File: config.mk
export PLATFORM = sky130hd
export DESIGN_NAME = fiarf_queue
export DESIGN_NICKNAME = d
export VERILOG_FILES = /design/src/design/fiarf_pkg.sv /design/src/design/fiarf_queue.sv
export SDC_FILE = /design/constraint.sdc
export NUM_CORES = 1
export LEC_CHECK = 0
export BUFFER_PORTS_ARGS = -buffer_cell sky130_fd_sc_hd__buf_2
export CAP_MARGIN = 10
export CORE_MARGIN = 2
export CORE_UTILIZATION = 52
export DETAILED_ROUTE_END_ITERATION = 12
export PLACE_DENSITY_LB_ADDON = 0.2
export SETUP_SLACK_MARGIN = 0.5
export SLEW_MARGIN = 20
export SYNTH_ARGS = -nofsm -noshare
export SYNTH_HDL_FRONTEND = slang
export SYNTH_SLANG_ARGS = --single-unit
export TNS_END_PERCENT = 50
File: constraint.sdc
create_clock -name clk -period 5.1 [get_ports clk]
set_clock_uncertainty 0.1 [all_clocks]
set_input_delay 0.255 -clock clk [delete_from_list [all_inputs] [get_ports clk]]
set_output_delay 0.255 -clock clk [all_outputs]
set_load 0.01 [all_outputs]
File: src/design/fiarf_pkg.sv
package fiarf_pkg;

  localparam int REG_COUNT_DEF  = 10;
  localparam int DATA_WIDTH_DEF = 32;
  localparam int PORT_WIDTH     = 32;
  localparam int SLOT_WIDTH     = 4;
  localparam int QUEUE_DEPTH    = 2;
  localparam int CLEAR_KEY      = 90;

  typedef enum logic [3:0] {
    OP_MOV     = 4'd0,
    OP_ADD     = 4'd1,
    OP_SUB     = 4'd2,
    OP_CMP     = 4'd3,
    OP_IMUL    = 4'd4,
    OP_CDQ     = 4'd5,
    OP_IDIV    = 4'd6,
    OP_JE      = 4'd7,
    OP_JNE     = 4'd8,
    OP_JL      = 4'd9,
    OP_JLE     = 4'd10,
    OP_JMP     = 4'd11,
    OP_LOAD    = 4'd12,
    OP_READ    = 4'd13,
    OP_CLRTEST = 4'd14,
    OP_HALT    = 4'd15
  } op_t;

  localparam logic [SLOT_WIDTH-1:0] REG_R0       = 4'd0;
  localparam logic [SLOT_WIDTH-1:0] REG_R1       = 4'd1;
  localparam logic [SLOT_WIDTH-1:0] REG_R3       = 4'd3;
  localparam logic [SLOT_WIDTH-1:0] SLOT_PREV    = 4'd10;
  localparam logic [SLOT_WIDTH-1:0] SLOT_USEPREV = 4'd11;
  localparam logic [SLOT_WIDTH-1:0] SLOT_FIRST   = 4'd12;
  localparam logic [SLOT_WIDTH-1:0] SLOT_SECOND  = 4'd13;
  localparam logic [SLOT_WIDTH-1:0] SLOT_REM     = 4'd14;

  // decoded request as it waits in the queue
  typedef struct packed {
    op_t                   op;
    logic [SLOT_WIDTH-1:0] a_slot;
    logic [SLOT_WIDTH-1:0] b_slot;
    logic                  a_imm;
    logic                  b_imm;
    logic [PORT_WIDTH-1:0] a_val;
    logic [PORT_WIDTH-1:0] b_val;
    logic                  a_reg;
    logic                  b_reg;
    logic                  dest_reg;
    logic                  dest_ok;
  } fiarf_item_t;

endpackage

File: src/design/fiarf_queue.sv
module fiarf_queue import fiarf_pkg::*; (
  input  logic        clk,
  input  logic        rst,
  input  logic        push,
  input  fiarf_item_t push_item,
  input  logic        pop,
  output logic        full,
  output logic        avail,
  output fiarf_item_t head
);

  localparam int PW = (QUEUE_DEPTH > 1) ? $clog2(QUEUE_DEPTH) : 1;
  localparam int CW = $clog2(QUEUE_DEPTH + 1);

  fiarf_item_t         slots [QUEUE_DEPTH];
  logic [PW-1:0]       wr_ptr;
  logic [PW-1:0]       rd_ptr;
  logic [CW-1:0]       count;

  assign full  = count == CW'(QUEUE_DEPTH);
  assign avail = count != '0;
  assign head  = slots[rd_ptr];

  always_ff @(posedge clk) begin
    if (rst) begin
      wr_ptr <= '0;
      rd_ptr <= '0;
      count  <= '0;
    end else begin
      if (push) begin
        wr_ptr <= (wr_ptr == PW'(QUEUE_DEPTH - 1)) ? '0 : wr_ptr + 1'b1;
      end
      if (pop) begin
        rd_ptr <= (rd_ptr == PW'(QUEUE_DEPTH - 1)) ? '0 : rd_ptr + 1'b1;
      end
      if (push && !pop) begin
        count <= count + 1'b1;
      end else if (pop && !push) begin
        count <= count - 1'b1;
      end
    end
  end

  always_ff @(posedge clk) begin
    if (push) begin
      slots[wr_ptr] <= push_item;
    end
  end

endmodule

==> flow_summary.json, run 1 <==
{
  "status": "finished, final reports clean",
  "fp.dieH_um": 113,
  "slew_headroom_pct": 42.4,
  "vias": 3472,
  "hp-start": "pop",
  "avgSynthCellArea_um2": 22.2,
  "antenna_found_initial": 0,
  "core_area_mm2": 0.0115,
  "synthSimpleGateAreaFrac_pct": 0.793,
  "p_seq_share_pct": 51.2,
  "cap_violations": 0,
  "period_minus_slack_ns": 2.27,
  "synth_mux_area_share_pct": 15.0,
  "clkLatencyLatePin_ns": 0.41,
  "drt_first_iter_violations": 231,
  "nets": 629,
  "dr.pass1.iters": 4,
  "max_freq_mhz": 440,
  "critPathKind": "reg -> out",
  "die_area_mm2": 0.0127,
  "slowest_stage": "dfxtp_4",
  "postCtsSetupBuffers": 0,
  "hold_end": "rd_ptr",
  "worst_r2r_startpoint": "wr_ptr",
  "fin_total_pwr_uw": 3220,
  "reg2reg_slack_ns": 2.87,
  "p_switching_uw": 668,
  "cts.sinks": 169,
  "holdPathStages": 3,
  "syn_inst": 277,
  "whs_ns": 0.0488,
  "synth_compound_area_share_pct": 0.163,
  "yosysSeqAreaShare_pct": 81.6,
  "slew_viol_final": 0,
  "diodes": 0,
  "clk_pin_slew_ns": 0.06,
  "place_congestion": 0.707,
  "yosys_register_bits": 169,
  "fin_crit_sh_pct": 44.6,
  "p_int_uw": 2550,
  "port_buffers": 169,
  "required_ns": 4.74,
  "multi_input_area_mm2": 0.00104,
  "yosysWarnings": 0,
  "cp_max_fo": 54,
  "clk_path_buf_depth": 2,
  "grt_pass1_wl_um": 18200,
  "layout_common_cells": "buf_2, edfxtp_1, dlygate4sd3_1, mux2_2, clkbuf_16",
  "timing.rr.end": "slots[0][26]",
  "num_rows": 39,
  "die_w_um": 113,
  "synthesis.area_mm2": 0.00616,
  "synthXorXnorAreaFrac_pct": 0.569,
  "ys_types": 17,
  "cts_made_buffers": 17,
  "p_per_area_mw_per_mm2": 378,
  "path_depth": 3,
  "tns_ns": 0,
  "postRouteAntennaNets": 0,
  "comb_power_share_pct": 11.6,
  "cts_tree": "done",
  "hpwlAfterDp_um": 6530,
  "cp_num_buf_inv": 2,
  "min_path_type": "in -> reg",
  "viasPerCell": 4.97,
  "register_area_mm2": 0.00503,
  "cp-end-kind": "output pin",
  "switching_share_pct": 20.7,
  "grt_usage_pct": 19.1,
  "cp.arrival_ns": 1.92,
  "fillerInstances": 686,
  "grt_max_degree": 83,
  "synth-adder-area-share_pct": 0.203,
  "crit_family": "flip-flops",
  "syn_nets": 364,
  "h-tree-depth": 4,
  "start_util_pct": 53.7,
  "routed_wl_um": 11800,
  "leakage_uw": 0.00326,
  "start_kind": "flop",
  "areaGrowthSynthToFinish_pct": 38.6,
  "tightest_slew_ns": 0.865,
  "grt_pass1_vias": 3744,
  "max_stage_delay_ns": 0.62,
  "drive_gt1_share_pct": 51.2,
  "rsz0062_at_grt": "no",
  "final_core_util_pct": 74.4,
  "wl_per_cell_um": 16.9,
  "final_hold_viol_count": 0,
  "peakVddDrop_v": 0.000276,
  "finalSetupViolations": 0,
  "ff2ff_path_depth": 2,
  "overflow": 0,
  "synth_top_family_by_area": "multiplexers",
  "p_clk_share_pct": 37.1,
  "drc": 0,
  "io_pins": 170,
  "cts-root-buf": "clkbuf_16",
  "path_cells": "buf_16, mux2_2, buf_2",
  "final_common_cell": "buf_2"
}
cell type report:
| class | instances | area share, % |
|---|---|---|
| multi-input combinational | 98 | 12.2 |
| clock buffer | 29 | 6.10 |
| inverter | 1 | 0.0440 |
| clock inverter | 3 | 0.469 |
| tap | 143 | 2.10 |
| timing repair buffer | 255 | 20.2 |
| sequential | 169 | 58.9 |
per-layer routing:
layer  vias up  GRT usage (%)  routed length, um
li1       1624              -                  -
met1      1693           21.1               4560
met2       130           33.3               6130
met3        25           6.59                811
met4         0           8.78                263
met5         -              0                  0
flip-flops by register name, indices dropped and copies added, names as in the netlist, named ones only:
register and flops:
slots 164, count 2, rd_ptr 1, wr_ptr 1
logic make-up after synthesis:
family	count (synthesis)
xor gates and xnor gates	4
adders and majority gates	1
DFF	169
AOI/OAI and AO/OA	2
muxes	82
and+or+nand+nor	9
buffers and inverters	10
worst max path at each step:
stage,from,end,slack [ns]
2_1_floorplan,wr_ptr,slots[0][0],0.50
3_3_place_gp,push,slots[0][28],2.77
3_5_place_dp,push,slots[0][25],2.77
4_1_cts,flop,head[59],2.60
5_1_grt,wr_ptr,slots[0][28],2.71
6_report,flop,head[79],2.83
Yosys cell counts:
cell type | n | area (um^2)
xor2_1 | 2 | 17.5
dfxtp_1 | 5 | 100
buf_6 | 8 | 90.1
or3_1 | 1 | 6.26
and2b_2 | 1 | 8.76
and2_1 | 1 | 6.26
o21ai_0 | 1 | 5.00
buf_4 | 1 | 7.51
or2_2 | 1 | 6.26
ha_1 | 1 | 12.5
edfxtp_1 | 164 | 4920
nor2b_1 | 1 | 6.26
a21oi_1 | 1 | 5.00
xnor2_1 | 2 | 17.5
nor2_1 | 4 | 15.0
mux2_2 | 82 | 923
inv_1 | 1 | 3.75
stage by stage:
stage	cells	instance area (um^2)	worst slack, ns
2_1_floorplan	277	6160	0.503
3_3_place_gp	582	7110	2.77
3_5_place_dp	582	7110	2.77
4_1_cts	697	8500	2.60
5_1_grt	698	8530	2.71
6_report	698	8530	2.83
power by group through the flow:
stage,Clock (uW),Combinational (uW),Sequential [uW]
final,1200,375,1650
after global routing,1280,404,1660
after CTS,1220,355,1670
after detailed placement,0,303,1700
after global placement,0,298,1690
after floorplan,0,200,1670
what timing repair did:
action,in CTS,in global routing
resized for setup,0,0
hold buffers,83,0
endpoints found under the hold margin,169,0
worst min-delay path: cells and delay by family:
kind | cells | cell delay, ns
xor gates and xnor gates | 1 | 0.08
buffers and inverters | 1 | 0.10
and+or+nand+nor | 1 | 0.08
Power figures use the tool's default switching activity.
==> run 2, diff against run 1 <==
- CORE_UTILIZATION: 52 -> 47
- clock period: 5.1 -> 1.9 ns (I/O delays scaled with it)
==> run 2 against run 1 <==
  * Power rose to 2.7 times the previous value
  * First-iteration DRC count shrank 13%
  * Wire length up 12%
  * Global-route usage shrank 0.49 points
  * Core utilization fell by 3.4 points
  * Critical path depth rose by 1
  * Die area is 10% higher
  * Cell count grew 5.6%
  * Worst hold slack gained 0.054 ns
  * Sequential power rose to 2.7 times the previous value
  * Sequential share of layout area fell by 3.2 points
  * Largest cell class unchanged
  * Highest routed layer unchanged
==> flow_summary.json, run 2 (synthesis gave the netlist of run 1 again) <==
{
  "p_int_uw": 6950,
  "p_seq_share_pct": 49.8,
  "fp.dieH_um": 118,
  "p_per_area_mw_per_mm2": 982,
  "antenna_found_initial": 0,
  "max_stage_delay_ns": 0.40,
  "hpwlAfterDp_um": 7090,
  "slowest_stage": "dfxtp_4",
  "areaGrowthSynthToFinish_pct": 46.7,
  "slew_viol_final": 0,
  "final_area_mm2": 0.00903,
  "holdPathStages": 4,
  "start_kind": "flop",
  "rsz0062_at_grt": "yes",
  "fin_crit_sh_pct": 92.5,
  "grt_pass1_vias": 3844,
  "vias": 3527,
  "cts-root-buf": "clkbuf_16",
  "period_minus_slack_ns": 1.76,
  "dr.pass1.iters": 4,
  "place_congestion": 0.705,
  "cp-end-kind": "output pin",
  "die_area_mm2": 0.0140,
  "tightest_slew_ns": 0.413,
  "start_util_pct": 48.4,
  "finalSetupViolations": 0,
  "peakVddDrop_v": 0.000648,
  "drc": 0,
  "drive_gt1_share_pct": 51.7,
  "num_rows": 41,
  "h-tree-depth": 4,
  "port_buffers": 169,
  "die_w_um": 118,
  "p_switching_uw": 1910,
  "cp.arrival_ns": 1.56,
  "viasPerCell": 4.79,
  "cts_tree": "done",
  "min_path_type": "in -> reg",
  "io_pins": 170,
  "p_clk_share_pct": 35.9,
  "required_ns": 1.70,
  "clkLatencyLatePin_ns": 0.41,
  "routed_wl_um": 13200,
  "hp-start": "push",
  "final_hold_viol_count": 0,
  "largest_register_ffs": 164,
  "fin_total_pwr_uw": 8860,
  "clk_path_buf_depth": 2,
  "slew_headroom_pct": 72.5,
  "ff2ff_path_depth": 2,
  "path_cells": "buf_12, clkbuf_16, mux2_4, buf_6",
  "nets": 639,
  "switching_share_pct": 21.5,
  "overflow": 0,
  "final_common_cell": "edfxtp_1",
  "status": "finished, final reports clean",
  "max_freq_mhz": 569,
  "postRouteAntennaNets": 0,
  "whs_ns": 0.103,
  "leakage_uw": 0.00350,
  "clk_pin_slew_ns": 0.06,
  "drt_first_iter_violations": 202,
  "cts.sinks": 169,
  "diodes": 0,
  "critPathKind": "reg -> out",
  "wl_per_cell_um": 17.9,
  "dp_slack_ns": 0.502,
  "top_regs": "slots x164, count x2",
  "cap_violations": 0,
  "core_area_mm2": 0.0127,
  "reg2reg_slack_ns": 0.57,
  "dpl-instance-area_mm2": 0.00724,
  "cts_made_buffers": 17,
  "grt_pass1_wl_um": 19500,
  "hold_end": "count[0]",
  "worst_r2r_startpoint": "wr_ptr",
  "setup_ws_ns": 0.143,
  "comb_power_share_pct": 14.2,
  "layout_common_cells": "edfxtp_1, buf_2, dlygate4sd3_1, mux2_2",
  "cp_max_fo": 6,
  "grt_usage_pct": 18.6,
  "timing.rr.end": "slots[0][73]",
  "grt_max_degree": 53,
  "largest-register": "slots"
}
## run 2: changes by cell type in the layout (fill, tap and decap cells not counted), moves of 5 or more
cell	change
clkbuf_8	-5
buf_2	-26
clkinv_1	+6
mux2_4	+26
buf_6	+26
clkbuf_1	-5
mux2_2	-26
buf_12	+5
## run 2: final cells by class
type / count / area [um^2]
clock buffers: 19 / 433
clock inverters: 13 / 110
fillers: 855 / 3690
inverters: 1 / 3.75
multi-input cells: 98 / 1140
flip-flops and latches: 169 / 5030
well taps: 172 / 215
repair buffers: 265 / 2100
## run 2: through the flow
stage               TNS, ns  util [%]  instances
finish                    0      71.0        737
global route              0      71.0        737
CTS                       0      68.5        735
detailed placement        0      56.9        615
global placement          0      56.9        615
floorplan            -16.11         -        277
## run 2: what timing repair did
| item | CTS | global route |
|---|---|---|
| gates resized for setup | 3 | 52 |
| hold buffers | 85 | 0 |
| gates cloned | 2 | 2 |
| endpoints found under the hold margin | 169 | 0 |
| pin swaps | 0 | 0 |
| setup endpoints to repair | 82 | 87 |
| buffers inserted | 1 | 0 |
## run 2: power by group through the flow
| stage | clock network, uW | registers (uW) | logic (uW) |
|---|---|---|---|
| CTS | 3240 | 4410 | 1110 |
| detailed placement | 0 | 4490 | 917 |
| global route | 3390 | 4440 | 1350 |
| floorplan | 0 | 4470 | 538 |
| global placement | 0 | 4470 | 908 |
| finish | 3180 | 4420 | 1260 |
## run 2: routing by layer
metal | track usage, % | part of all wire, % | up-vias
met2 | 32.9 | 54 | 111
met5 | 0 | 0 | -
met3 | 5.89 | 5.1 | 18
met1 | 20.8 | 40 | 1751
li1 | - | - | 1647
met4 | 7.66 | 1.5 | 0
## run 2: worst max-delay path by stage
stage	cells past startpoint	start	slack [ns]	endpoint
after detailed placement	3	flop	0.50	head[55]
final	4	flop	0.14	head[44]
after CTS	4	flop	0.10	head[69]
after floorplan	1	wr_ptr	-0.17	slots[0][0]
after global routing	3	flop	0.1	head[55]
after global placement	3	flop	0.50	head[55]
## run 2: worst max-delay path: cells and delay by family, from the launching register on
kind	cells	cell delay, ns
buffers and inverters	3	0.44
DFF	1	0.40
muxes	1	0.31
==> run 3, diff against run 2 <==
- CORE_UTILIZATION: 47 -> 56
- TNS_END_PERCENT: 50 -> 5
- clock period: 1.9 -> 2.3 ns (I/O delays scaled with it)
==> run 3 against run 2 <==
  * Via count grew 2.9%
  * Clock power shrank 4%
  * Flip-flop and latch count is the same
  * Core utilization grew 14 points
  * Wire length grew 7.0%
  * Sequential share of layout area shrank 0.84 points
  * Register-to-register slack gained 0.27 ns
  * Worst setup slack gained 0.22 ns
  * First-iteration DRC count shrank 16%
  * Die area shrank 16%
  * Combinational power shrank 13%
  * Cell count shrank 3.5%
==> flow_summary.json, run 3 (synthesis gave the netlist of run 1 again) <==
{
  "critPathKind": "reg -> out",
  "place_congestion": 0.719,
  "largest_register_ffs": 164,
  "routed_wl_um": 14200,
  "clk_pin_slew_ns": 0.07,
  "viasPerCell": 5.11,
  "grt_use_met1_pct": 25.2,
  "p_per_area_mw_per_mm2": 852,
  "setup_ws_ns": 0.364,
  "areaGrowthSynthToFinish_pct": 48.9,
  "rsz0062_at_grt": "yes",
  "drc": 0,
  "period_minus_slack_ns": 1.94,
  "final_area_mm2": 0.00917,
  "cts_tree": "done",
  "num_rows": 38,
  "tightest_slew_ns": 0.587,
  "whs_ns": 0.216,
  "io_pins": 170,
  "start_util_pct": 57.0,
  "cp-end-kind": "output pin",
  "cp.arrival_ns": 1.72,
  "grt_most_used_layer": "met2",
  "required_ns": 2.09,
  "dr.pass1.iters": 4,
  "cap_violations": 0,
  "cp_max_fo": 7,
  "h-tree-depth": 4,
  "hpwlAfterDp_um": 6810,
  "status": "finished, final reports clean",
  "largest-register": "slots",
  "start_kind": "flop",
  "antenna_found_initial": 0,
  "diodes": 0,
  "vias": 3631,
  "drt_first_iter_violations": 169,
  "cts.sinks": 169,
  "top_regs": "slots x164, count x2",
  "final_hold_viol_count": 0,
  "slew_viol_final": 0,
  "fin_total_pwr_uw": 7810,
  "final_common_cell": "edfxtp_1",
  "layout_common_cells": "edfxtp_1, buf_2, dlygate4sd3_1, mux2_2, buf_6",
  "wl_per_cell_um": 19.9,
  "min_path_type": "in -> reg",
  "peakVddDrop_v": 0.000593,
  "postRouteAntennaNets": 0,
  "max_freq_mhz": 516,
  "grtUsageMet3_pct": 7.71,
  "clk_path_buf_depth": 2,
  "fin_crit_sh_pct": 84.2,
  "grt_usage_pct": 22.0,
  "core_area_mm2": 0.0108,
  "cts-root-buf": "clkbuf_8",
  "grt_pass1_wl_um": 18800,
  "dpl-instance-area_mm2": 0.00716,
  "grt_pass1_vias": 3760,
  "leakage_uw": 0.00356,
  "use_met2_pct": 38.3,
  "die_w_um": 109,
  "finalSetupViolations": 0,
  "reg2reg_slack_ns": 0.84,
  "tns_ns": 0,
  "cts_made_buffers": 17,
  "fp.dieH_um": 109,
  "die_area_mm2": 0.0118,
  "slew_headroom_pct": 60.9,
  "clkLatencyLatePin_ns": 0.51,
  "drive_gt1_share_pct": 52.2,
  "overflow": 0,
  "nets": 645,
  "dp_slack_ns": 0.785,
  "grt_max_degree": 49,
  "port_buffers": 169
}
## run 3: cell types whose count changed in the layout (fill, tap and decap cells not counted), moves of 2 or more
cell       change
mux2_4         -5
mux2_2         +5
buf_6          +3
clkinv_2       -4
buf_2          -2
buf_4          +2
clkinv_1       -6
clkbuf_16      +2
clkbuf_1       +5
bufinv_16      +4
## run 3: power by group
group | switching [uW] | total, uW | internal, uW
Clock | 1080 | 3060 | 1990
Combinational | 480 | 1090 | 613
Sequential | 59.7 | 3650 | 3590
Total | 1620 | 7810 | 6190
## run 3: final timing paths
| path | startpoint | end | depth (start not counted) |
|---|---|---|---|
| worst max register to register | wr_ptr | slots[0][45] | 2 |
| worst min register to register | count[1] | count[1] | 2 |
| worst max-delay path | flop | head[74] | 4 |
| worst min-delay path | push_item[22] | slots[1][22] | 2 |
## run 3: final cells by class
| class | count | area [um^2] |
|---|---|---|
| flip-flops and latches | 169 | 5030 |
| repair buffers | 271 | 2200 |
| fillers | 472 | 1630 |
| multi-input cells | 98 | 1120 |
| clock buffers | 24 | 440 |
| clock inverters | 8 | 195 |
| well taps | 140 | 175 |
| inverters | 1 | 3.75 |
## run 3: metrics by stage
stage	instances	utilization [%]
global placement	583	66.4
detailed placement	583	66.4
finish	711	84.9
CTS	704	81.2
floorplan	277	-
global route	711	84.9
## run 3: layer usage
layer,part of all wire [%],routed length [um]
met1,39,5520
met2,53,7530
met3,6.1,868
met4,1.6,233
met5,0,0
## run 3: worst max-delay path: stages (launching register included)
cell and delay [ns]:
dfxtp_4 0.39, buf_12 0.16, buf_16 0.14, mux2_2 0.35, buf_2 0.16
## run 3: repair_timing
| item | 4_1_cts | 5_1_grt |
|---|---|---|
| hold endpoints to repair | 169 | 0 |
| setup buffers | 1 | 1 |
| hold buffers | 86 | 0 |
| gates cloned | 2 | 6 |
| setup endpoints to repair | 82 | 82 |
| gates resized for setup | 5 | 56 |
