==> src/design/fiarf_pkg.sv <==
package fiarf_pkg;

  localparam int REG_COUNT_DEF  = 10;
  localparam int DATA_WIDTH_DEF = 32;
  localparam int PORT_WIDTH     = 32;
  localparam int SLOT_WIDTH     = 4;
  localparam int QUEUE_DEPTH    = 2;
  localparam int CLEAR_KEY      = 90;

  typedef enum logic [3:0] {
    OP_MOV     = 4'd0,
    OP_ADD     = 4'd1,
    OP_SUB     = 4'd2,
    OP_CMP     = 4'd3,
    OP_IMUL    = 4'd4,
    OP_CDQ     = 4'd5,
    OP_IDIV    = 4'd6,
    OP_JE      = 4'd7,
    OP_JNE     = 4'd8,
    OP_JL      = 4'd9,
    OP_JLE     = 4'd10,
    OP_JMP     = 4'd11,
    OP_LOAD    = 4'd12,
    OP_READ    = 4'd13,
    OP_CLRTEST = 4'd14,
    OP_HALT    = 4'd15
  } op_t;

  localparam logic [SLOT_WIDTH-1:0] REG_R0       = 4'd0;
  localparam logic [SLOT_WIDTH-1:0] REG_R1       = 4'd1;
  localparam logic [SLOT_WIDTH-1:0] REG_R3       = 4'd3;
  localparam logic [SLOT_WIDTH-1:0] SLOT_PREV    = 4'd10;
  localparam logic [SLOT_WIDTH-1:0] SLOT_USEPREV = 4'd11;
  localparam logic [SLOT_WIDTH-1:0] SLOT_FIRST   = 4'd12;
  localparam logic [SLOT_WIDTH-1:0] SLOT_SECOND  = 4'd13;
  localparam logic [SLOT_WIDTH-1:0] SLOT_REM     = 4'd14;

  // decoded request as it waits in the queue
  typedef struct packed {
    op_t                   op;
    logic [SLOT_WIDTH-1:0] a_slot;
    logic [SLOT_WIDTH-1:0] b_slot;
    logic                  a_imm;
    logic                  b_imm;
    logic [PORT_WIDTH-1:0] a_val;
    logic [PORT_WIDTH-1:0] b_val;
    logic                  a_reg;
    logic                  b_reg;
    logic                  dest_reg;
    logic                  dest_ok;
  } fiarf_item_t;

endpackage

==> src/design/fiarf_if.sv <==
interface fiarf_instr_if;
  logic               valid;
  logic               ready;
  logic [3:0]         command;
  logic [3:0]         first_slot;
  logic               first_is_immediate;
  logic signed [31:0] first_immediate;
  logic [3:0]         second_slot;
  logic               second_is_immediate;
  logic signed [31:0] second_immediate;

  modport source(output valid, command, first_slot, first_is_immediate, first_immediate,
                 second_slot, second_is_immediate, second_immediate, input ready);
  modport sink(input valid, command, first_slot, first_is_immediate, first_immediate,
               second_slot, second_is_immediate, second_immediate, output ready);
endinterface


==> src/design/fiarf_front.sv <==
module fiarf_front import fiarf_pkg::*; #(
  parameter int REG_COUNT = REG_COUNT_DEF
) (
  fiarf_instr_if.sink instr,
  input  logic        full,
  output logic        push,
  output fiarf_item_t item
);

  localparam logic [SLOT_WIDTH-1:0] REG_LIMIT = SLOT_WIDTH'(REG_COUNT);

  assign instr.ready = !full;
  assign push        = instr.valid && !full;

  always_comb begin
    item.op       = op_t'(instr.command);
    item.a_slot   = instr.first_slot;
    item.b_slot   = instr.second_slot;
    item.a_imm    = instr.first_is_immediate;
    item.b_imm    = instr.second_is_immediate;
    item.a_val    = instr.first_immediate;
    item.b_val    = instr.second_immediate;
    item.a_reg    = instr.first_slot < REG_LIMIT;
    item.b_reg    = instr.second_slot < REG_LIMIT;
    item.dest_reg = !instr.first_is_immediate && (instr.first_slot < REG_LIMIT);
    item.dest_ok  = item.dest_reg ||
                    (!instr.first_is_immediate && instr.first_slot >= SLOT_PREV &&
                     instr.first_slot <= SLOT_REM);
    // fixed register reads go through the first read port
    unique case (item.op)
      OP_CDQ: begin
        item.a_slot = REG_R0;
        item.a_imm  = 1'b0;
        item.a_reg  = 1'b1;
      end
      OP_CLRTEST: begin
        item.a_slot = REG_R3;
        item.a_imm  = 1'b0;
        item.a_reg  = 1'b1;
      end
      default: begin
      end
    endcase
  end

endmodule

==> src/flat_wrapper.sv <==
// flat-port wrapper written by rule: the top's interface ports become plain ports
module fiarf_front_flat import fiarf_pkg::*;
#(
  parameter int REG_COUNT = REG_COUNT_DEF
)
  (full, push, item, instr_valid, instr_command, instr_first_slot, instr_first_is_immediate, instr_first_immediate, instr_second_slot, instr_second_is_immediate, instr_second_immediate, instr_ready);
  fiarf_instr_if instr_i ();
  input  logic full;
  output logic push;
  output fiarf_item_t item;
  input wire logic [$bits(instr_i.valid)-1:0] instr_valid;
  input wire logic [$bits(instr_i.command)-1:0] instr_command;
  input wire logic [$bits(instr_i.first_slot)-1:0] instr_first_slot;
  input wire logic [$bits(instr_i.first_is_immediate)-1:0] instr_first_is_immediate;
  input wire logic [$bits(instr_i.first_immediate)-1:0] instr_first_immediate;
  input wire logic [$bits(instr_i.second_slot)-1:0] instr_second_slot;
  input wire logic [$bits(instr_i.second_is_immediate)-1:0] instr_second_is_immediate;
  input wire logic [$bits(instr_i.second_immediate)-1:0] instr_second_immediate;
  output wire logic [$bits(instr_i.ready)-1:0] instr_ready;
  assign instr_i.valid = instr_valid;
  assign instr_i.command = instr_command;
  assign instr_i.first_slot = instr_first_slot;
  assign instr_i.first_is_immediate = instr_first_is_immediate;
  assign instr_i.first_immediate = instr_first_immediate;
  assign instr_i.second_slot = instr_second_slot;
  assign instr_i.second_is_immediate = instr_second_is_immediate;
  assign instr_i.second_immediate = instr_second_immediate;
  assign instr_ready = instr_i.ready;
  fiarf_front #(.REG_COUNT(REG_COUNT)) u_core (.instr(instr_i), .full(full), .push(push), .item(item));
endmodule
==> config.mk <==
export PLATFORM = sky130hd
export DESIGN_NAME = fiarf_front_flat
export DESIGN_NICKNAME = d
export VERILOG_FILES = /design/src/design/fiarf_pkg.sv /design/src/design/fiarf_if.sv /design/src/design/fiarf_front.sv /design/src/flat_wrapper.sv
export SDC_FILE = /design/constraint.sdc
export NUM_CORES = 1
export LEC_CHECK = 0
export ABC_AREA = 1
export BUFFER_PORTS_ARGS = -buffer_cell sky130_fd_sc_hd__buf_2
export CORE_AREA = 2 2 63 65
export DETAILED_ROUTE_END_ITERATION = 8
export DIE_AREA = 0 0 65 67
export PLACE_DENSITY = 0.69
export SLEW_MARGIN = 10
export SYNTH_ARGS = -nofsm -noshare
export SYNTH_HDL_FRONTEND = slang
export SYNTH_SLANG_ARGS = --single-unit
==> constraint.sdc <==
create_clock -name vclk -period 0.8
set_input_delay 0.12 -clock vclk [all_inputs]
set_output_delay 0.12 -clock vclk [all_outputs]
set_load 0.01 [all_outputs]
==> results of run 1 <==
## metal layers
| metal | track usage (%) | up-vias | part of all wire [%] |
|---|---|---|---|
| li1 | - | 160 | - |
| met1 | 3.100 | 169 | 21 |
| met2 | 8.763 | 43 | 46 |
| met3 | 2.872 | 36 | 19 |
| met4 | 8.511 | 0 | 14 |
| met5 | 0 | - | 0 |
## critical path, stage by stage
cell and delay (ns):
buf_8 0.11, nand2_4 0.06, inv_2 0.04, nand2_4 0.08, nand2_4 0.07, nor2_2 0.08
buf_2 0.13
## final timing paths
path | start | to | depth (start not counted)
max | instr_command[2] | item[69] | 7
min | instr_second_immediate[19] | item[23] | 0
## power breakdown
group | switching (mW) | total, mW | internal [mW]
Sequential | 0 | 0 | 0
Clock | 0 | 0 | 0
Combinational | 0.127 | 0.249 | 0.123
Total | 0.127 | 0.249 | 0.123
## stage by stage
step	hold slack [ns]	util (%)
6_report	0.2400	13.15
5_1_grt	0.2400	13.15
4_1_cts	0.2401	10.90
3_5_place_dp	0.2401	9.993
3_3_place_gp	0.2401	9.993
2_1_floorplan	0.2835	-
## logic make-up after synthesis
family          count (synthesis)
simple gates                   23
buf+inv                        81
compound gates                  1
## final cells by class
class / instances / area, um^2
tap: 48 / 60.06
multi-input combinational: 24 / 157.7
fill: 420 / 3132
inverter: 8 / 32.53
timing repair buffer: 34 / 224.0
## cell usage in the layout, fill, tap and decap left out
cell type,count
nand2_1,7
buf_8,2
inv_1,5
inv_2,2
nand2_4,5
inv_4,1
buf_6,5
nor2_2,4
buf_4,1
nor2_1,3
nand3_1,1
buf_2,26
o21ai_0,1
nand2_2,1
nor2_4,2
## synth_stat cells
cell type   n  area, um^2
nand2_2     3       18.77
buf_4      73       548.0
inv_1       8       30.03
nor2_2      1       6.260
o21ai_0     1       5.000
nand2_1    10       37.54
nand3_1     1       5.000
nor2_1      8       30.03
## repair_timing
action,in CTS,in global routing
setup endpoints to repair,6,6
setup buffers,0,1
endpoints found under the hold margin,0,0
pin swaps,6,8
resized for setup,10,19
==> results.py, run 1 <==
metrics = {
    "power": {
        "leakagePower_nw": 0.2887,
        "vdd_drop_max_v": 0.00007752,
        "total_power_mw": 0.2491,
        "p_per_area_mw_per_mm2": 525.3,
    },
    "die": {
        "core_area_mm2": 0.003606,
        "initial_core_util_pct": 18.88,
        "die-area_mm2": 0.004355,
        "io_pins": 164,
        "dieWidth_um": 65,
        "die_h_um": 67,
        "num_rows": 22,
    },
    "placed_design": {
        "dp_slack_ns": -0.07541,
        "port_buffers": 32,
        "dpl-instance-area_um2": 360.3,
        "dp_cells": 113,
        "dpl.hpwl_um": 1210,
        "place_congestion": 0.6857,
    },
    "sta": {
        "max_clock_freq_ghz": 1.248,
        "setup_slack_ns": -0.001301,
        "rsz0062_at_grt": "yes",
        "finalSetupTns_ns": -0.001301,
        "hold_viol": 0,
        "layout_min_cycle_time_ns": 0.8013,
        "setup_viol": 1,
        "slew_violations": 0,
        "fin_crit_sh_pct": 100.2,
        "worst_pin_slew_ns": 0.1290,
        "relSlewSlack_pct": 91.31,
    },
    "critical_path": {
        "arrival_ns": 0.68,
        "crit_type": "input pin to output port",
        "cp_max_fo": 4,
        "worst_ep_required_time_ns": 0.68,
        "startpoint_type": "input pin",
        "critPathCaptureType": "output port",
    },
    "flow_run": {
        "max-cap-violations": 0,
    },
    "global_routing": {
        "antenna_found_initial": 0,
        "gr-total-overflow": 0,
        "grt_start_max_net_pins": 5,
        "grt_use_total_pct": 5.256,
        "grt_pass1_vias": 382,
        "grt_first_pass_wirelength_um": 1800,
    },
    "status": {
        "status": "finished with violations",
        "violations": "setup timing",
    },
    "cells_and_area": {
        "regArea_um2": 0,
        "area_growth_pct": -30.33,
        "final_layout_size_suffix_gt1_share_pct": 74.24,
        "diodes": 0,
        "finalNetCount": 148,
        "seq_cells": 0,
        "fin_cells": 114,
        "design_area_um2": 474.2,
        "nClkBuffers": 0,
    },
    "logic_synthesis": {
        "synth-compound-area-share_pct": 0.7353,
        "synth_mux_area_share_pct": 0,
        "avgSynthCellArea_um2": 6.482,
        "yosys.area_share.simple_pct": 14.34,
        "postSynthCellCount": 105,
        "yosysWarningCount": 0,
        "synth_nets": 185,
        "synth_fa_ha_area_share_pct": 0,
        "synth-xor-area-share_pct": 0,
        "synth_area_um2": 680.7,
        "ys_seq_area_share_pct": 0,
        "synth.distinct_cells": 8,
        "synth_top_family_by_area": "buffers and inverters",
    },
    "drt": {
        "vias": 408,
        "drc": 0,
        "dr.pass1.iters": 2,
        "drt-total-wl_um": 1444,
        "final_antenna_net_count": 0,
        "drt-initial-drc-count": 22,
        "wl_per_cell_um": 12.67,
        "via_per_inst": 3.579,
    },
    "cts": {
        "cts.hold.buffers_added": 0,
    },
    "min_path": {
        "hold_class": "input pin to output port",
    },
}
(Power assumes the default switching activity.)
==> run 2, diff against run 1 <==
==> constraint.sdc (replaced) <==
create_clock -name vclk -period 0.84
set_input_delay 0.126 -clock vclk [all_inputs]
set_output_delay 0.126 -clock vclk [all_outputs]
set_load 0.01 [all_outputs]
==> results.py, run 2 (same netlist as run 1, synthesis figures left out) <==
metrics = {
    "drt": {
        "drt-total-wl_um": 1465,
        "final_antenna_net_count": 0,
        "wl_per_cell_um": 12.85,
        "routed-wl-met3_um": 274,
        "via_per_inst": 3.570,
        "vias": 407,
        "wl_met1_um": 286,
        "dr.pass1.iters": 2,
        "drc": 0,
        "drt-initial-drc-count": 14,
        "wl_met2_um": 698,
        "topRoutingLayerUsed": "met4",
    },
    "sta": {
        "layout_min_cycle_time_ns": 0.8225,
        "max_clock_freq_ghz": 1.216,
        "slew_violations": 0,
        "worst_pin_slew_ns": 0.1290,
        "relSlewSlack_pct": 91.31,
        "rsz0062_at_grt": "yes",
        "hold_viol": 0,
        "fin_crit_sh_pct": 97.92,
        "hold_slack_ns": 0.2520,
        "finalSetupTns_ns": 0,
        "setup_viol": 0,
    },
    "power": {
        "leakagePower_nw": 0.2904,
        "p_per_area_mw_per_mm2": 500.5,
        "vdd_drop_max_v": 0.00006997,
        "total_power_mw": 0.2392,
    },
    "min_path": {
        "holdPathEnd": "item[23]",
        "hold_class": "input pin to output port",
        "min_delay_path_depth": 0,
        "hold_path_startpoint": "instr_second_immediate[19]",
    },
    "global_routing": {
        "grt_start_max_net_pins": 5,
        "antenna_found_initial": 0,
        "grt_pass1_vias": 384,
        "grt_first_pass_wirelength_um": 1800,
        "gr-total-overflow": 0,
        "grt_use_total_pct": 5.256,
    },
    "critical_path": {
        "cp_max_fo": 4,
        "startpoint_type": "input pin",
        "crit_type": "input pin to output port",
        "arrival_ns": 0.70,
        "worst_ep_required_time_ns": 0.71,
        "critPathCaptureType": "output port",
    },
    "die": {
        "dieWidth_um": 65,
        "core_area_mm2": 0.003606,
        "num_rows": 22,
        "die-area_mm2": 0.004355,
        "io_pins": 164,
        "initial_core_util_pct": 18.88,
        "die_h_um": 67,
    },
    "cells_and_area": {
        "layout_common_cells": "26 x buf_2, 6 x nand2_1, 5 x inv_1, 5 x nand2_4",
        "mostFrequentLayoutCell": "buf_2",
        "post-route-util_pct": 13.25,
        "fin_cells": 114,
        "final_layout_size_suffix_gt1_share_pct": 75.76,
        "nClkBuffers": 0,
        "finalNetCount": 148,
        "fillers": 420,
        "regArea_um2": 0,
        "seq_cells": 0,
        "area_growth_pct": -29.78,
        "diodes": 0,
        "multi_input_area_um2": 160.2,
    },
    "cts": {
        "cts.hold.buffers_added": 0,
    },
    "placed_design": {
        "dp_cells": 113,
        "place_congestion": 0.6857,
        "dpl.hpwl_um": 1210,
        "port_buffers": 32,
    },
    "status": {
        "status": "finished, final reports clean",
    },
    "flow_run": {
        "max-cap-violations": 0,
    },
}
-- run 2: metrics by stage --
| stage | instance area (um^2) | setup WS (ns) |
|---|---|---|
| 2_1_floorplan | 680.7 | 0.2019 |
| 6_report | 478.0 | 0.01746 |
| 5_1_grt | 478.0 | -0.02285 |
| 3_3_place_gp | 360.3 | -0.02215 |
| 4_1_cts | 392.9 | -0.01635 |
| 3_5_place_dp | 360.3 | -0.04741 |
-- run 2: how the worst max path moves through the flow --
stage                           to  cells past startpoint  slack, ns        startpoint
after floorplan           item[69]                      5       0.20  instr_command[2]
after global placement    item[69]                      6      -0.02  instr_command[1]
after detailed placement  item[69]                      6      -0.05  instr_command[1]
after CTS                 item[69]                      7      -0.02  instr_command[0]
after global routing      item[76]                      7      -0.02  instr_command[2]
final                     item[76]                      7       0.02  instr_command[3]
-- run 2: area by class of cell --
cell class                      instances  area share, %
Timing Repair Buffer                   34          47.64
Multi-Input combinational cell         24          33.51
Tap cell                               48          12.57
Inverter                                8          6.283
-- run 2: per-layer routing --
metal	vias to the layer above	GRT usage (%)
li1	159	-
met1	169	3.100
met2	43	8.763
met3	36	2.872
met4	0	8.511
met5	-	0
-- run 2: report_power, final --
part           switching, mW  internal [mW]
sequential                 0              0
combinational          0.121          0.118
clock                      0              0
total                  0.121          0.118
-- run 2: critical path: stages --
cell,delay (ns)
buf_8,0.11
nand2_4,0.06
inv_2,0.04
nand2_4,0.08
nand2_4,0.07
nor2_2,0.09
buf_2,0.13
-- run 2: what timing repair did --
item / in CTS / in global routing
gates resized for setup: 10 / 20
pin swaps: 6 / 9
buffers inserted: 0 / 1
gates cloned: 0 / 0
setup endpoints to repair: 5 / 6
endpoints found under the hold margin: 0 / 0
==> run 3, diff against run 2 <==
--- a/config.mk
+++ b/config.mk
@@ -5,7 +5,6 @@
 export SDC_FILE = /design/constraint.sdc
 export NUM_CORES = 1
 export LEC_CHECK = 0
-export ABC_AREA = 1
 export BUFFER_PORTS_ARGS = -buffer_cell sky130_fd_sc_hd__buf_2
 export CORE_AREA = 2 2 63 65
 export DETAILED_ROUTE_END_ITERATION = 8
==> results.py, run 3 <==
metrics = {
    "placed_design": {
        "dpl.hpwl_um": 1267,
        "port_buffers": 32,
        "place_congestion": 0.4940,
        "dp_cells": 109,
    },
    "global_routing": {
        "grt_first_pass_wirelength_um": 2007,
        "antenna_found_initial": 0,
        "grt_start_max_net_pins": 6,
        "grt_pass1_vias": 427,
        "gr-total-overflow": 0,
        "grt_use_total_pct": 5.966,
    },
    "logic_synthesis": {
        "synth_nets": 173,
        "yosysWarningCount": 0,
        "synth.cells.most_frequent": "73 x buf_4, 4 x nor3b_1, 3 x inv_1",
        "postSynthCellCount": 93,
        "synth.area.top_cells": "buf_4 80%, nor3b_1 4.4%, o211ai_1 2.2%",
        "yosysMostFrequentCell": "buf_4",
        "yosysTopAreaCell": "buf_4",
        "avgSynthCellArea_um2": 7.400,
        "netlist.area_leader.share_pct": 79.64,
        "ys_seq_area_share_pct": 0,
        "synth.distinct_cells": 14,
        "synth_area_um2": 688.2,
    },
    "cells_and_area": {
        "layout_common_cells": "24 x buf_2, 10 x buf_6, 6 x buf_4",
        "fin_cells": 109,
        "seq_cells": 0,
        "diodes": 0,
        "nClkBuffers": 0,
        "fillers": 400,
        "area_growth_pct": -22.00,
        "final_layout_size_suffix_gt1_share_pct": 78.69,
        "mostFrequentLayoutCell": "buf_2",
        "finalNetCount": 143,
        "regArea_um2": 0,
    },
    "sta": {
        "setup_viol": 6,
        "slew_violations": 0,
        "layout_min_cycle_time_ns": 1.074,
        "rsz0062_at_grt": "yes",
        "hold_slack_ns": 0.2520,
        "finalSetupTns_ns": -0.8910,
        "hold_viol": 0,
        "relSlewSlack_pct": 89.90,
        "fin_crit_sh_pct": 127.9,
        "max_clock_freq_ghz": 0.9309,
        "worst_pin_slew_ns": 0.1508,
        "setup_slack_ns": -0.2343,
    },
    "critical_path": {
        "critPathCaptureType": "output port",
        "crit_chain": "buf_6 > and4bb_1 > or3b_4 > buf_6",
        "cp_slowest_cell": "or3b_4",
        "slowest_delay_ns": 0.40,
        "crit_type": "input pin to output port",
        "cp_max_fo": 3,
        "worst_path_most_repeated_cell": "buf_6",
        "startpoint_type": "input pin",
        "worst_ep_required_time_ns": 0.71,
        "arrival_ns": 0.95,
    },
    "min_path": {
        "hold_path_startpoint": "instr_first_immediate[27]",
        "min_delay_path_depth": 0,
        "holdPathEnd": "item[63]",
        "hold_class": "input pin to output port",
    },
    "power": {
        "vdd_drop_max_v": 0.00004535,
        "leakagePower_nw": 0.2663,
        "total_power_mw": 0.2592,
        "p_per_area_mw_per_mm2": 482.9,
    },
    "die": {
        "die-area_mm2": 0.004355,
        "num_rows": 22,
        "dieWidth_um": 65,
        "io_pins": 164,
        "die_h_um": 67,
        "core_area_mm2": 0.003606,
        "initial_core_util_pct": 19.08,
    },
    "drt": {
        "wl_per_cell_um": 14.09,
        "drt-total-wl_um": 1536,
        "dr.pass1.iters": 4,
        "drc": 0,
        "drt-initial-drc-count": 7,
        "vias": 423,
        "final_antenna_net_count": 0,
        "via_per_inst": 3.881,
    },
    "cts": {
        "cts.hold.buffers_added": 0,
        "post_cts.repair.setup_buffers": 0,
    },
    "flow_run": {
        "max-cap-violations": 0,
    },
    "status": {
        "status": "finished with violations",
        "violations": "setup timing",
    },
}
[run 3: cell types whose count changed after synthesis, sizes merged]
cell / delta
nand2b: +2
o211ai: +2
nor3b: +4
or3b: +1
and4b: +1
o21a: +1
inv: -5
a41oi: +1
nand4b: +1
nor2: -8
nand2: -13
nand3: -1
and4bb: +1
nor2b: +1
[run 3: final cells by class]
type	count	area [um^2]	share of cell area, %
multi-input cells	17	172.7	32.17
repair buffers	41	292.8	54.55
well taps	48	60.06	11.19
inverters	3	11.26	2.098
[run 3: per-stage QoR]
| step | worst slack, ns | area (um^2) | utilization, % |
|---|---|---|---|
| 2_1_floorplan | -0.03508 | 690.7 | - |
| 3_5_place_dp | -0.2854 | 430.4 | 11.94 |
| 5_1_grt | -0.2509 | 536.8 | 14.89 |
| 3_3_place_gp | -0.2636 | 430.4 | 11.94 |
| 4_1_cts | -0.2393 | 493.0 | 13.67 |
| 6_report | -0.2343 | 536.8 | 14.89 |
[run 3: critical path, delay by kind of cell]
kind | cells | cell delay (ns)
buffers and inverters | 2 | 0.22
AND/OR/NAND/NOR | 2 | 0.60
[run 3: what timing repair did]
item,in CTS,in global routing
gates resized for setup,11,11
pin swaps,4,4
setup endpoints to repair,8,7
endpoints found under the hold margin,0,0
[run 3: report_power, final]
group	internal, mW	switching (mW)	total [mW]
registers	0	0	0
clock network	0	0	0
logic	0.150	0.109	0.259
[run 3: metal layers]
metal	global-route usage (%)	part of all wire, %	up-vias
met5	0	0	-
met4	7.713	12	0
met3	3.547	20	38
met2	10.95	44	46
met1	3.300	24	180
li1	-	-	159
[run 3: cells by family after synthesis]
group	synth area share (%)
compound gates	5.272
simple gates	13.45
buf+inv	81.27
[run 3: how the worst max path moves through the flow]
stage	start	endpoint	slack, ns	cells after the start
after floorplan	instr_command[2]	item[3]	-0.04	2
after global placement	instr_command[3]	item[3]	-0.26	4
after detailed placement	instr_command[3]	item[69]	-0.29	5
after CTS	instr_command[0]	item[3]	-0.24	4
after global routing	instr_command[0]	item[3]	-0.25	4
final	instr_command[0]	item[3]	-0.23	4
